[src/design/btps_pkg.sv]
`default_nettype none
// ----------------------------------------------------------------------------
// Buzzer tone pattern sequencer package
// Shared types, request codes, the tone step ROM and the pattern lengths.
// ----------------------------------------------------------------------------
package btps_pkg;

	// Request codes carried in req_type.
	typedef enum logic [1:0] {
		REQ_TICK = 2'd0,
		REQ_BEEP = 2'd1,
		REQ_MUTE = 2'd2
	} req_code_t;

	// Pattern id that only stops playback.
	localparam logic [2:0] PAT_INVALID = 3'd7;

	localparam logic [4:0] RES_MIN   = 5'd1;
	localparam logic [4:0] RES_MAX   = 5'd16;
	localparam logic [4:0] RES_RESET = 5'd8;

	// Division by 100 is a multiply by ceil(2^30 / 100) and a shift by 30.
	// The volume is folded into the constant, so only one multiply remains.
	localparam int DUTY_RECIP = 10737419;
	localparam int DUTY_SHIFT = 30;

	typedef struct packed {
		logic [9:0]  freq;
		logic [8:0]  dur;
		logic [30:0] scale;  // volume * DUTY_RECIP, zero for a silent step
	} step_t;

	typedef struct packed {
		logic        playing;
		logic        muted;
		logic [2:0]  pattern;
		logic [3:0]  step;
		logic [8:0]  ms_left;
		logic [9:0]  freq;
		logic [15:0] duty;
	} play_state_t;

	function automatic step_t mk_step(input int f, input int d, input int v);
		step_t s;
		s.freq  = 10'(f);
		s.dur   = 9'(d);
		s.scale = 31'(v * DUTY_RECIP);
		return s;
	endfunction

	// Step table indexed by pattern and step within the pattern.
	function automatic step_t step_rom(input logic [2:0] pat, input logic [3:0] idx);
		step_t s;
		s = mk_step(0, 1, 0);
		unique case (pat)
			3'd0: begin
				unique case (idx)
					4'd0: s = mk_step(440, 100, 90);
					4'd1: s = mk_step(0, 80, 0);
					4'd2: s = mk_step(550, 120, 90);
					default: s = mk_step(0, 1, 0);
				endcase
			end
			3'd1: begin
				unique case (idx)
					4'd0: s = mk_step(880, 20, 50);
					4'd1: s = mk_step(880, 400, 100);
					4'd2: s = mk_step(880, 50, 60);
					4'd3: s = mk_step(880, 30, 30);
					default: s = mk_step(0, 1, 0);
				endcase
			end
			3'd2: begin
				unique case (idx)
					4'd0, 4'd3, 4'd6: s = mk_step(800, 100, 100);
					4'd1, 4'd4, 4'd7: s = mk_step(790, 100, 100);
					4'd2, 4'd5:       s = mk_step(0, 100, 0);
					default:          s = mk_step(0, 1, 0);
				endcase
			end
			3'd3: begin
				unique case (idx)
					4'd0: s = mk_step(600, 5, 100);
					4'd1: s = mk_step(500, 25, 90);
					default: s = mk_step(0, 1, 0);
				endcase
			end
			3'd4: begin
				unique case (idx)
					4'd0: s = mk_step(440, 30, 80);
					4'd1: s = mk_step(500, 30, 90);
					4'd2: s = mk_step(580, 30, 100);
					4'd3: s = mk_step(660, 30, 100);
					default: s = mk_step(0, 1, 0);
				endcase
			end
			3'd5: begin
				unique case (idx)
					4'd0: s = mk_step(120, 100, 70);
					4'd1: s = mk_step(0, 50, 0);
					4'd2: s = mk_step(100, 100, 70);
					default: s = mk_step(0, 1, 0);
				endcase
			end
			3'd6: begin
				unique case (idx)
					4'd0: s = mk_step(660, 30, 100);
					4'd1: s = mk_step(580, 30, 100);
					4'd2: s = mk_step(500, 30, 90);
					4'd3: s = mk_step(440, 30, 80);
					default: s = mk_step(0, 1, 0);
				endcase
			end
			default: s = mk_step(0, 1, 0);
		endcase
		return s;
	endfunction

	function automatic logic [3:0] pat_len(input logic [2:0] pat);
		logic [3:0] n;
		unique case (pat)
			3'd0:    n = 4'd4;
			3'd1:    n = 4'd5;
			3'd2:    n = 4'd9;
			3'd3:    n = 4'd3;
			3'd4:    n = 4'd5;
			3'd5:    n = 4'd4;
			3'd6:    n = 4'd5;
			default: n = 4'd0;
		endcase
		return n;
	endfunction

endpackage
`default_nettype wire

[src/design/btps_ifs.sv]
`default_nettype none
// ----------------------------------------------------------------------------
// Buzzer tone pattern sequencer channels
// Request, tone result and configuration write channels.
// ----------------------------------------------------------------------------
interface btps_req_if;
	logic       valid;
	logic       ready;
	logic [1:0] req_type;
	logic [2:0] pattern_id;
	logic       mute_enable;

	modport source (output valid, req_type, pattern_id, mute_enable, input ready);
	modport sink   (input valid, req_type, pattern_id, mute_enable, output ready);
endinterface

interface btps_tone_if;
	logic        valid;
	logic        ready;
	logic [9:0]  tone_freq;
	logic [15:0] tone_duty;
	logic        playing;
	logic [3:0]  step_number;

	modport source (output valid, tone_freq, tone_duty, playing, step_number, input ready);
	modport sink   (input valid, tone_freq, tone_duty, playing, step_number, output ready);
endinterface

interface btps_cfg_if;
	logic       valid;
	logic       ready;
	logic [4:0] data;

	modport source (output valid, data, input ready);
	modport sink   (input valid, data, output ready);
endinterface
`default_nettype wire

[src/design/btps_next.sv]
`default_nettype none
// ----------------------------------------------------------------------------
// Buzzer tone pattern sequencer next-state logic
// Applies one request to the player state and loads tone steps from the ROM.
// ----------------------------------------------------------------------------
module btps_next (
	input  btps_pkg::play_state_t cur,
	input  logic [1:0]            req_type,
	input  logic [2:0]            pattern_id,
	input  logic                  mute_enable,
	input  logic [4:0]            duty_res,
	output btps_pkg::play_state_t nxt
);
	import btps_pkg::*;

	play_state_t base;
	logic        load;
	step_t       rom;
	logic [4:0]  res_c;
	logic [15:0] full;
	logic [46:0] prod;
	logic [15:0] duty;

	// Request decode; a stop clears the play fields right here.
	always_comb begin
		base = cur;
		load = 1'b0;
		unique case (req_code_t'(req_type))
			REQ_TICK: begin
				if (cur.playing) begin
					if (cur.ms_left > 9'd1) begin
						base.ms_left = cur.ms_left - 9'd1;
					end else begin
						base.step = cur.step + 4'd1;
						if (base.step < pat_len(cur.pattern)) begin
							load = 1'b1;
						end else begin
							base.playing = 1'b0;
							base.pattern = '0;
							base.step    = '0;
							base.ms_left = '0;
							base.freq    = '0;
							base.duty    = '0;
						end
					end
				end
			end
			REQ_BEEP: begin
				base.pattern = '0;
				base.step    = '0;
				base.ms_left = '0;
				base.freq    = '0;
				base.duty    = '0;
				base.playing = 1'b0;
				if (pattern_id != PAT_INVALID) begin
					base.pattern = pattern_id;
					base.playing = 1'b1;
					load         = 1'b1;
				end
			end
			REQ_MUTE: begin
				base.muted = mute_enable;
				if (mute_enable) begin
					base.playing = 1'b0;
					base.pattern = '0;
					base.step    = '0;
					base.ms_left = '0;
					base.freq    = '0;
					base.duty    = '0;
				end
			end
			default: begin
			end
		endcase
	end

	assign rom = step_rom(base.pattern, base.step);

	// Full scale duty from the clamped resolution, then volume scaling.
	always_comb begin
		priority if (duty_res < RES_MIN) begin
			res_c = RES_MIN;
		end else if (duty_res > RES_MAX) begin
			res_c = RES_MAX;
		end else begin
			res_c = duty_res;
		end
	end

	assign full = 16'hFFFF >> (RES_MAX - res_c);
	assign prod = 47'(full) * 47'(rom.scale);

	always_comb begin
		duty = prod[DUTY_SHIFT +: 16];
		if (duty == 16'd0) begin
			duty = 16'd1;
		end
	end

	always_comb begin
		nxt = base;
		if (load) begin
			nxt.ms_left = rom.dur;
			if (base.muted || rom.freq == 10'd0 || rom.scale == 31'd0) begin
				nxt.freq = '0;
				nxt.duty = '0;
			end else begin
				nxt.freq = rom.freq;
				nxt.duty = duty;
			end
		end
	end

endmodule
`default_nettype wire

[src/design/buzzer_tone_pattern_sequencer_core.sv]
`default_nettype none
// ----------------------------------------------------------------------------
// Buzzer tone pattern sequencer core
// Plays fixed tone patterns from a step ROM and reports the tone per request.
// ----------------------------------------------------------------------------
// Each request transaction (a millisecond tick, a beep request or a mute
// setting) produces exactly one tone transaction that shows the player state
// after the request: frequency, PWM duty, playing flag and step number. The
// block takes one request per clock cycle when the tone side keeps ready high;
// a request passes an input register, and the result is held in a registered
// output until the tone side takes it. The whole update, including the ROM
// lookup and the single 16 by 31 bit duty multiply, sits between those two
// registers, and the player state is updated in the same cycle, so the next
// request sees it right away. When the tone side stalls, the held result and
// the input register together absorb one more request before ready drops.
// The duty resolution register is written through the configuration channel,
// which is always ready; it should only be changed while no request is in
// flight. Values below 1 act as 1 and values above 16 act as 16.
// ----------------------------------------------------------------------------
module buzzer_tone_pattern_sequencer_core (
	input  logic           clk,
	input  logic           arst_n,
	btps_cfg_if.sink       cfg,
	btps_req_if.sink       req,
	btps_tone_if.source    tone
);
	import btps_pkg::*;

	logic        valid_s1;
	logic [1:0]  req_type_s1;
	logic [2:0]  pattern_id_s1;
	logic        mute_enable_s1;

	logic        out_valid_q;
	logic [9:0]  freq_q;
	logic [15:0] duty_q;
	logic        playing_q;
	logic [3:0]  step_q;

	logic [4:0]  duty_res_q;
	play_state_t state_q;
	play_state_t state_nxt;
	logic        advance;

	// The stage moves on whenever the output register is free or being drained.
	assign advance   = !out_valid_q || tone.ready;
	assign req.ready = !valid_s1 || advance;
	assign cfg.ready = 1'b1;

	btps_next u_next (
		.cur         (state_q),
		.req_type    (req_type_s1),
		.pattern_id  (pattern_id_s1),
		.mute_enable (mute_enable_s1),
		.duty_res    (duty_res_q),
		.nxt         (state_nxt)
	);

	always_ff @(posedge clk or negedge arst_n) begin
		if (!arst_n) begin
			duty_res_q <= RES_RESET;
		end else if (cfg.valid && cfg.ready) begin
			duty_res_q <= cfg.data;
		end
	end

	// Input register.
	always_ff @(posedge clk or negedge arst_n) begin
		if (!arst_n) begin
			valid_s1 <= 1'b0;
		end else if (req.ready) begin
			valid_s1 <= req.valid;
		end
	end

	always_ff @(posedge clk) begin
		if (req.ready && req.valid) begin
			req_type_s1    <= req.req_type;
			pattern_id_s1  <= req.pattern_id;
			mute_enable_s1 <= req.mute_enable;
		end
	end

	// Player state and result register.
	always_ff @(posedge clk or negedge arst_n) begin
		if (!arst_n) begin
			state_q     <= '0;
			out_valid_q <= 1'b0;
		end else if (advance) begin
			out_valid_q <= valid_s1;
			if (valid_s1) begin
				state_q <= state_nxt;
			end
		end
	end

	always_ff @(posedge clk) begin
		if (advance && valid_s1) begin
			freq_q    <= state_nxt.freq;
			duty_q    <= state_nxt.duty;
			playing_q <= state_nxt.playing;
			step_q    <= state_nxt.step;
		end
	end

	assign tone.valid       = out_valid_q;
	assign tone.tone_freq   = freq_q;
	assign tone.tone_duty   = duty_q;
	assign tone.playing     = playing_q;
	assign tone.step_number = step_q;

	// An idle player holds no tone and sits at step zero.
	a_idle_clear: assert property (@(posedge clk) disable iff (!arst_n)
		!state_q.playing |-> (state_q.freq == 10'd0 && state_q.duty == 16'd0
			&& state_q.step == 4'd0))
		else $error("idle player holds a tone or a step");

	// A sounding tone always has a nonzero duty, a silent one has none.
	a_freq_duty: assert property (@(posedge clk) disable iff (!arst_n)
		(state_q.freq == 10'd0) == (state_q.duty == 16'd0))
		else $error("frequency and duty disagree on silence");

	// While muted nothing sounds.
	a_muted_silent: assert property (@(posedge clk) disable iff (!arst_n)
		state_q.muted |-> state_q.freq == 10'd0)
		else $error("tone sounds while muted");

	// A request in the input stage reaches the output register once it moves.
	a_result_follows: assert property (@(posedge clk) disable iff (!arst_n)
		(valid_s1 && advance) |=> out_valid_q)
		else $error("request lost between stages");

endmodule
`default_nettype wire

[src/flat_wrapper.sv]
// flat-port wrapper written by rule: the top's interface ports become plain ports
module buzzer_tone_pattern_sequencer_core_flat import btps_pkg::*;
  (clk, arst_n, cfg_valid, cfg_data, cfg_ready, req_valid, req_req_type, req_pattern_id, req_mute_enable, req_ready, tone_valid, tone_tone_freq, tone_tone_duty, tone_playing, tone_step_number, tone_ready);
  btps_cfg_if cfg_i ();
  btps_req_if req_i ();
  btps_tone_if tone_i ();
  input  logic clk;
  input  logic arst_n;
  input wire logic [$bits(cfg_i.valid)-1:0] cfg_valid;
  input wire logic [$bits(cfg_i.data)-1:0] cfg_data;
  output wire logic [$bits(cfg_i.ready)-1:0] cfg_ready;
  input wire logic [$bits(req_i.valid)-1:0] req_valid;
  input wire logic [$bits(req_i.req_type)-1:0] req_req_type;
  input wire logic [$bits(req_i.pattern_id)-1:0] req_pattern_id;
  input wire logic [$bits(req_i.mute_enable)-1:0] req_mute_enable;
  output wire logic [$bits(req_i.ready)-1:0] req_ready;
  output wire logic [$bits(tone_i.valid)-1:0] tone_valid;
  output wire logic [$bits(tone_i.tone_freq)-1:0] tone_tone_freq;
  output wire logic [$bits(tone_i.tone_duty)-1:0] tone_tone_duty;
  output wire logic [$bits(tone_i.playing)-1:0] tone_playing;
  output wire logic [$bits(tone_i.step_number)-1:0] tone_step_number;
  input wire logic [$bits(tone_i.ready)-1:0] tone_ready;
  assign cfg_i.valid = cfg_valid;
  assign cfg_i.data = cfg_data;
  assign cfg_ready = cfg_i.ready;
  assign req_i.valid = req_valid;
  assign req_i.req_type = req_req_type;
  assign req_i.pattern_id = req_pattern_id;
  assign req_i.mute_enable = req_mute_enable;
  assign req_ready = req_i.ready;
  assign tone_valid = tone_i.valid;
  assign tone_tone_freq = tone_i.tone_freq;
  assign tone_tone_duty = tone_i.tone_duty;
  assign tone_playing = tone_i.playing;
  assign tone_step_number = tone_i.step_number;
  assign tone_i.ready = tone_ready;
  buzzer_tone_pattern_sequencer_core u_core (.clk(clk), .arst_n(arst_n), .cfg(cfg_i), .req(req_i), .tone(tone_i));
endmodule
[config.mk]
export PLATFORM = sky130hd
export DESIGN_NAME = buzzer_tone_pattern_sequencer_core_flat
export DESIGN_NICKNAME = d
export VERILOG_FILES = /design/src/design/btps_pkg.sv /design/src/design/btps_ifs.sv /design/src/design/btps_next.sv /design/src/design/buzzer_tone_pattern_sequencer_core.sv /design/src/flat_wrapper.sv
export SDC_FILE = /design/constraint.sdc
export NUM_CORES = 1
export LEC_CHECK = 0
export BUFFER_PORTS_ARGS = -buffer_cell sky130_fd_sc_hd__buf_2
export CAP_MARGIN = 20
export CORE_MARGIN = 3
export CORE_UTILIZATION = 49
export CTS_CLUSTER_DIAMETER = 80
export DETAILED_ROUTE_END_ITERATION = 7
export GPL_TIMING_DRIVEN = 0
export PLACE_DENSITY_LB_ADDON = 0.25
export SLEW_MARGIN = 15
export SYNTH_ARGS = -nofsm -noshare
export SYNTH_HDL_FRONTEND = slang
export SYNTH_SLANG_ARGS = --single-unit
[constraint.sdc]
create_clock -name clk -period 10.01 [get_ports clk]
set_input_delay 2.002 -clock clk [delete_from_list [all_inputs] [get_ports clk]]
set_output_delay 2.002 -clock clk [all_outputs]
set_load 0.05 [all_outputs]
==> flow_summary.ini <==
[synth]
syn_nets = 2394
synthTopCellsByArea = fa_1 32%, ha_1 9.7%, inv_1 8.7%, dfrtp_1 7.4%, edfxtp_1 6.5%
synth_commonest_cells = 396 x inv_1, 271 x fa_1, 213 x nand2_1
synth-async-reset-ratio_pct = 58.0
syn_area_per_cell_um2 = 8.60
synth_most_common_cell = inv_1
synthCells = 1975
yosys_warnings = 0
synth_seq_cells = 88
yosys.area.top_type_share_pct = 31.9
synth_area_leader_cell = fa_1
synth_seq_area_share_pct = 14.1
synthDistinctLibCells = 87
synth-compound-area-share_pct = 16.1
yosys.area_share.adder_pct = 41.7
synth_xor_area_share_pct = 1.34
synthMuxAreaShare_pct = 0.840
syn_area_um2 = 17000
synthFlopType = dfrtp_1
yosys.area_share.simple_pct = 15.7
synth_top_family_by_area = adder cells
synth_edf_count = 37

[floorplan]
rows = 67
die_h_um = 192
die_x_um = 192
dieArea_um2 = 36900
initial_core_util_pct = 50.2
core_area_um2 = 33900
pin_count = 50

[timing]
relSlewSlack_pct = 24.1
worst_pin_slew_ns = 1.14
min_period_ns = 10.03
rsz0062_at_grt = true
slew_violations = 0
fin_tns_setup_ns = -0.0216
setup_ws_ns = -0.0216
finalCritPeriodShare_pct = 100
hold_violations = 0
max_freq_ghz = 0.0997
setup_viol_count_final = 1
hold_ws_ns = 0.479
skew_ns = 0.0127

[detailed_routing]
routedWlPerCell_um = 20.9
drcViolationCount = 0
vias_per_cell = 5.94
first_pass_iters = 6
vias = 15400
ant_nets = 0
wirelength_um = 54300
drtIter0Drc = 1581

[run_status]
violations = negative setup slack
status = complete, but fails checks

[cts]
cts_buffer_depth = 2
cts_made_buffers = 9
hold_buffers = 0
htree_levels = 3
clock_sinks = 88
cts_tree = done
clk_latency_ns = 0.36
clk_pin_slew_worst_paths_ns = 0.08
cts_root_buf = clkbuf_16

[run]
cap_violations = 0

[placement]
dpl.hpwl_um = 43700
place_area_um2 = 17800
gp_congestion = 0.983
dp_slack_ns = -3.05
io_buffers = 48

[critical_path]
start_kind = flop
cpMaxStageDelayCell = fa_1
worst_setup_path_end_kind = flop
path_common_cell = fa_1
path_max_fanout = 5
r2r_slack_ns = -0.02
slowest_delay_ns = 0.54
worstPathRequired_ns = 10.22
cp_data_arrival_time_ns = 10.24
critical_path_class = reg -> reg

[global_route]
grt_util_met3_pct = 5.58
use_met2_pct = 45.9
gr-max-usage-layer = met2
grt_pass1_wl_um = 83100
overflow = 0
grt_usage_pct = 29.3
antenna_found_initial = 0
grt_max_degree = 52
grtUsageMet1_pct = 41.7
grt_pass1_vias = 14900

[worst_hold_path]
hold_class = reg -> reg

[cells_and_area]
drive_above_1_share_pct = 21.2
area_growth_pct = 19.0
diodes = 0
finalInstanceArea_um2 = 20200
fillCellCount = 2954
final_nets = 2562
[cell usage in the layout, fill, tap and decap left out, types with 20 or more instances in the layout]
cell type / instances
edfxtp_1: 37
nand4_1: 29
nand2_2: 23
nand2_1: 187
o21ai_1: 21
fa_1: 248
nor2_1: 139
nand3_1: 26
a22o_1: 39
buf_2: 54
clkbuf_1: 30
o21bai_1: 22
ha_1: 109
o21ai_0: 73
fa_2: 23
inv_1: 374
a21o_1: 26
buf_4: 114
nor3_1: 23
a21oi_1: 83
nand2b_1: 20
dfrtp_1: 45
[final cells by class]
class,instances,area [um^2],area share (%)
Multi-Input combinational cell,1427,14000,69.2
Sequential cell,88,2390,11.8
Inverter,397,1500,7.43
Timing Repair Buffer,165,1160,5.74
Tap cell,448,561,2.77
Buffer,55,317,1.57
Clock buffer,9,225,1.11
Clock inverter,7,68.8,0.340
[flip-flops by register name, indices dropped and copies added, names as in the netlist, 2 cells and up]
signal and count:
u_core.tone.tone_duty 16, u_core.tone.step_number 4, u_core.tone.tone_freq 10, u_core.state_q 44, u_core.req_type_s1 2, u_core.pattern_id_s1 3
u_core.duty_res_q 5
[kinds of logic (layout without fill, tap and decap cells)]
logic type	Yosys count	after routing
AO/OA/AOI/OAI	408	408
adder cells (fa/ha/maj)	403	403
buffers and inverters	460	633
multiplexers	13	13
flip-flops	88	88
other	1	1
AND/OR/NAND/NOR	576	576
XOR/XNOR	26	26
[worst paths after layout]
kind                                     from                  endpoint  cells after the start
max in group asynchronous              arst_n        u_core.state_q[39]                      1
min reg2reg                u_core.state_q[16]        u_core.state_q[16]                      1
max reg2reg                u_core.state_q[35]  u_core.tone.tone_duty[0]                     38
max                        u_core.state_q[35]  u_core.tone.tone_duty[0]                     38
min in group asynchronous              arst_n        u_core.state_q[35]                      1
min                        u_core.state_q[16]        u_core.state_q[16]                      1
[worst max-delay path, delay by kind of cell, from the launching register on]
family	cells	cell delay [ns]
AND/OR/NAND/NOR	4	0.63
adder cells (fa/ha/maj)	9	3.77
XOR/XNOR	2	0.49
buffers and inverters	8	0.90
flip-flops	1	0.44
AO/OA/AOI/OAI	15	3.64
[metal layers]
metal,wire [um],up-vias
li1,-,6808
met1,22900,7693
met2,25200,800
met3,4700,125
met4,1560,0
met5,0,-
[stage by stage]
step	util (%)	instances
finish	59.7	2596
global route	59.7	2596
CTS	56.5	2532
detailed placement	52.5	2471
global placement	52.5	2471
floorplan	-	1975
[repair_timing]
action                                  CTS  global route
gates resized for setup                 182           162
pin swaps                                40            80
endpoints found under the setup margin   32            29
buffers inserted                         52            65
Power is not shown: default switching activity piles up to over one toggle a cycle in this logic, so the estimate is an artifact.
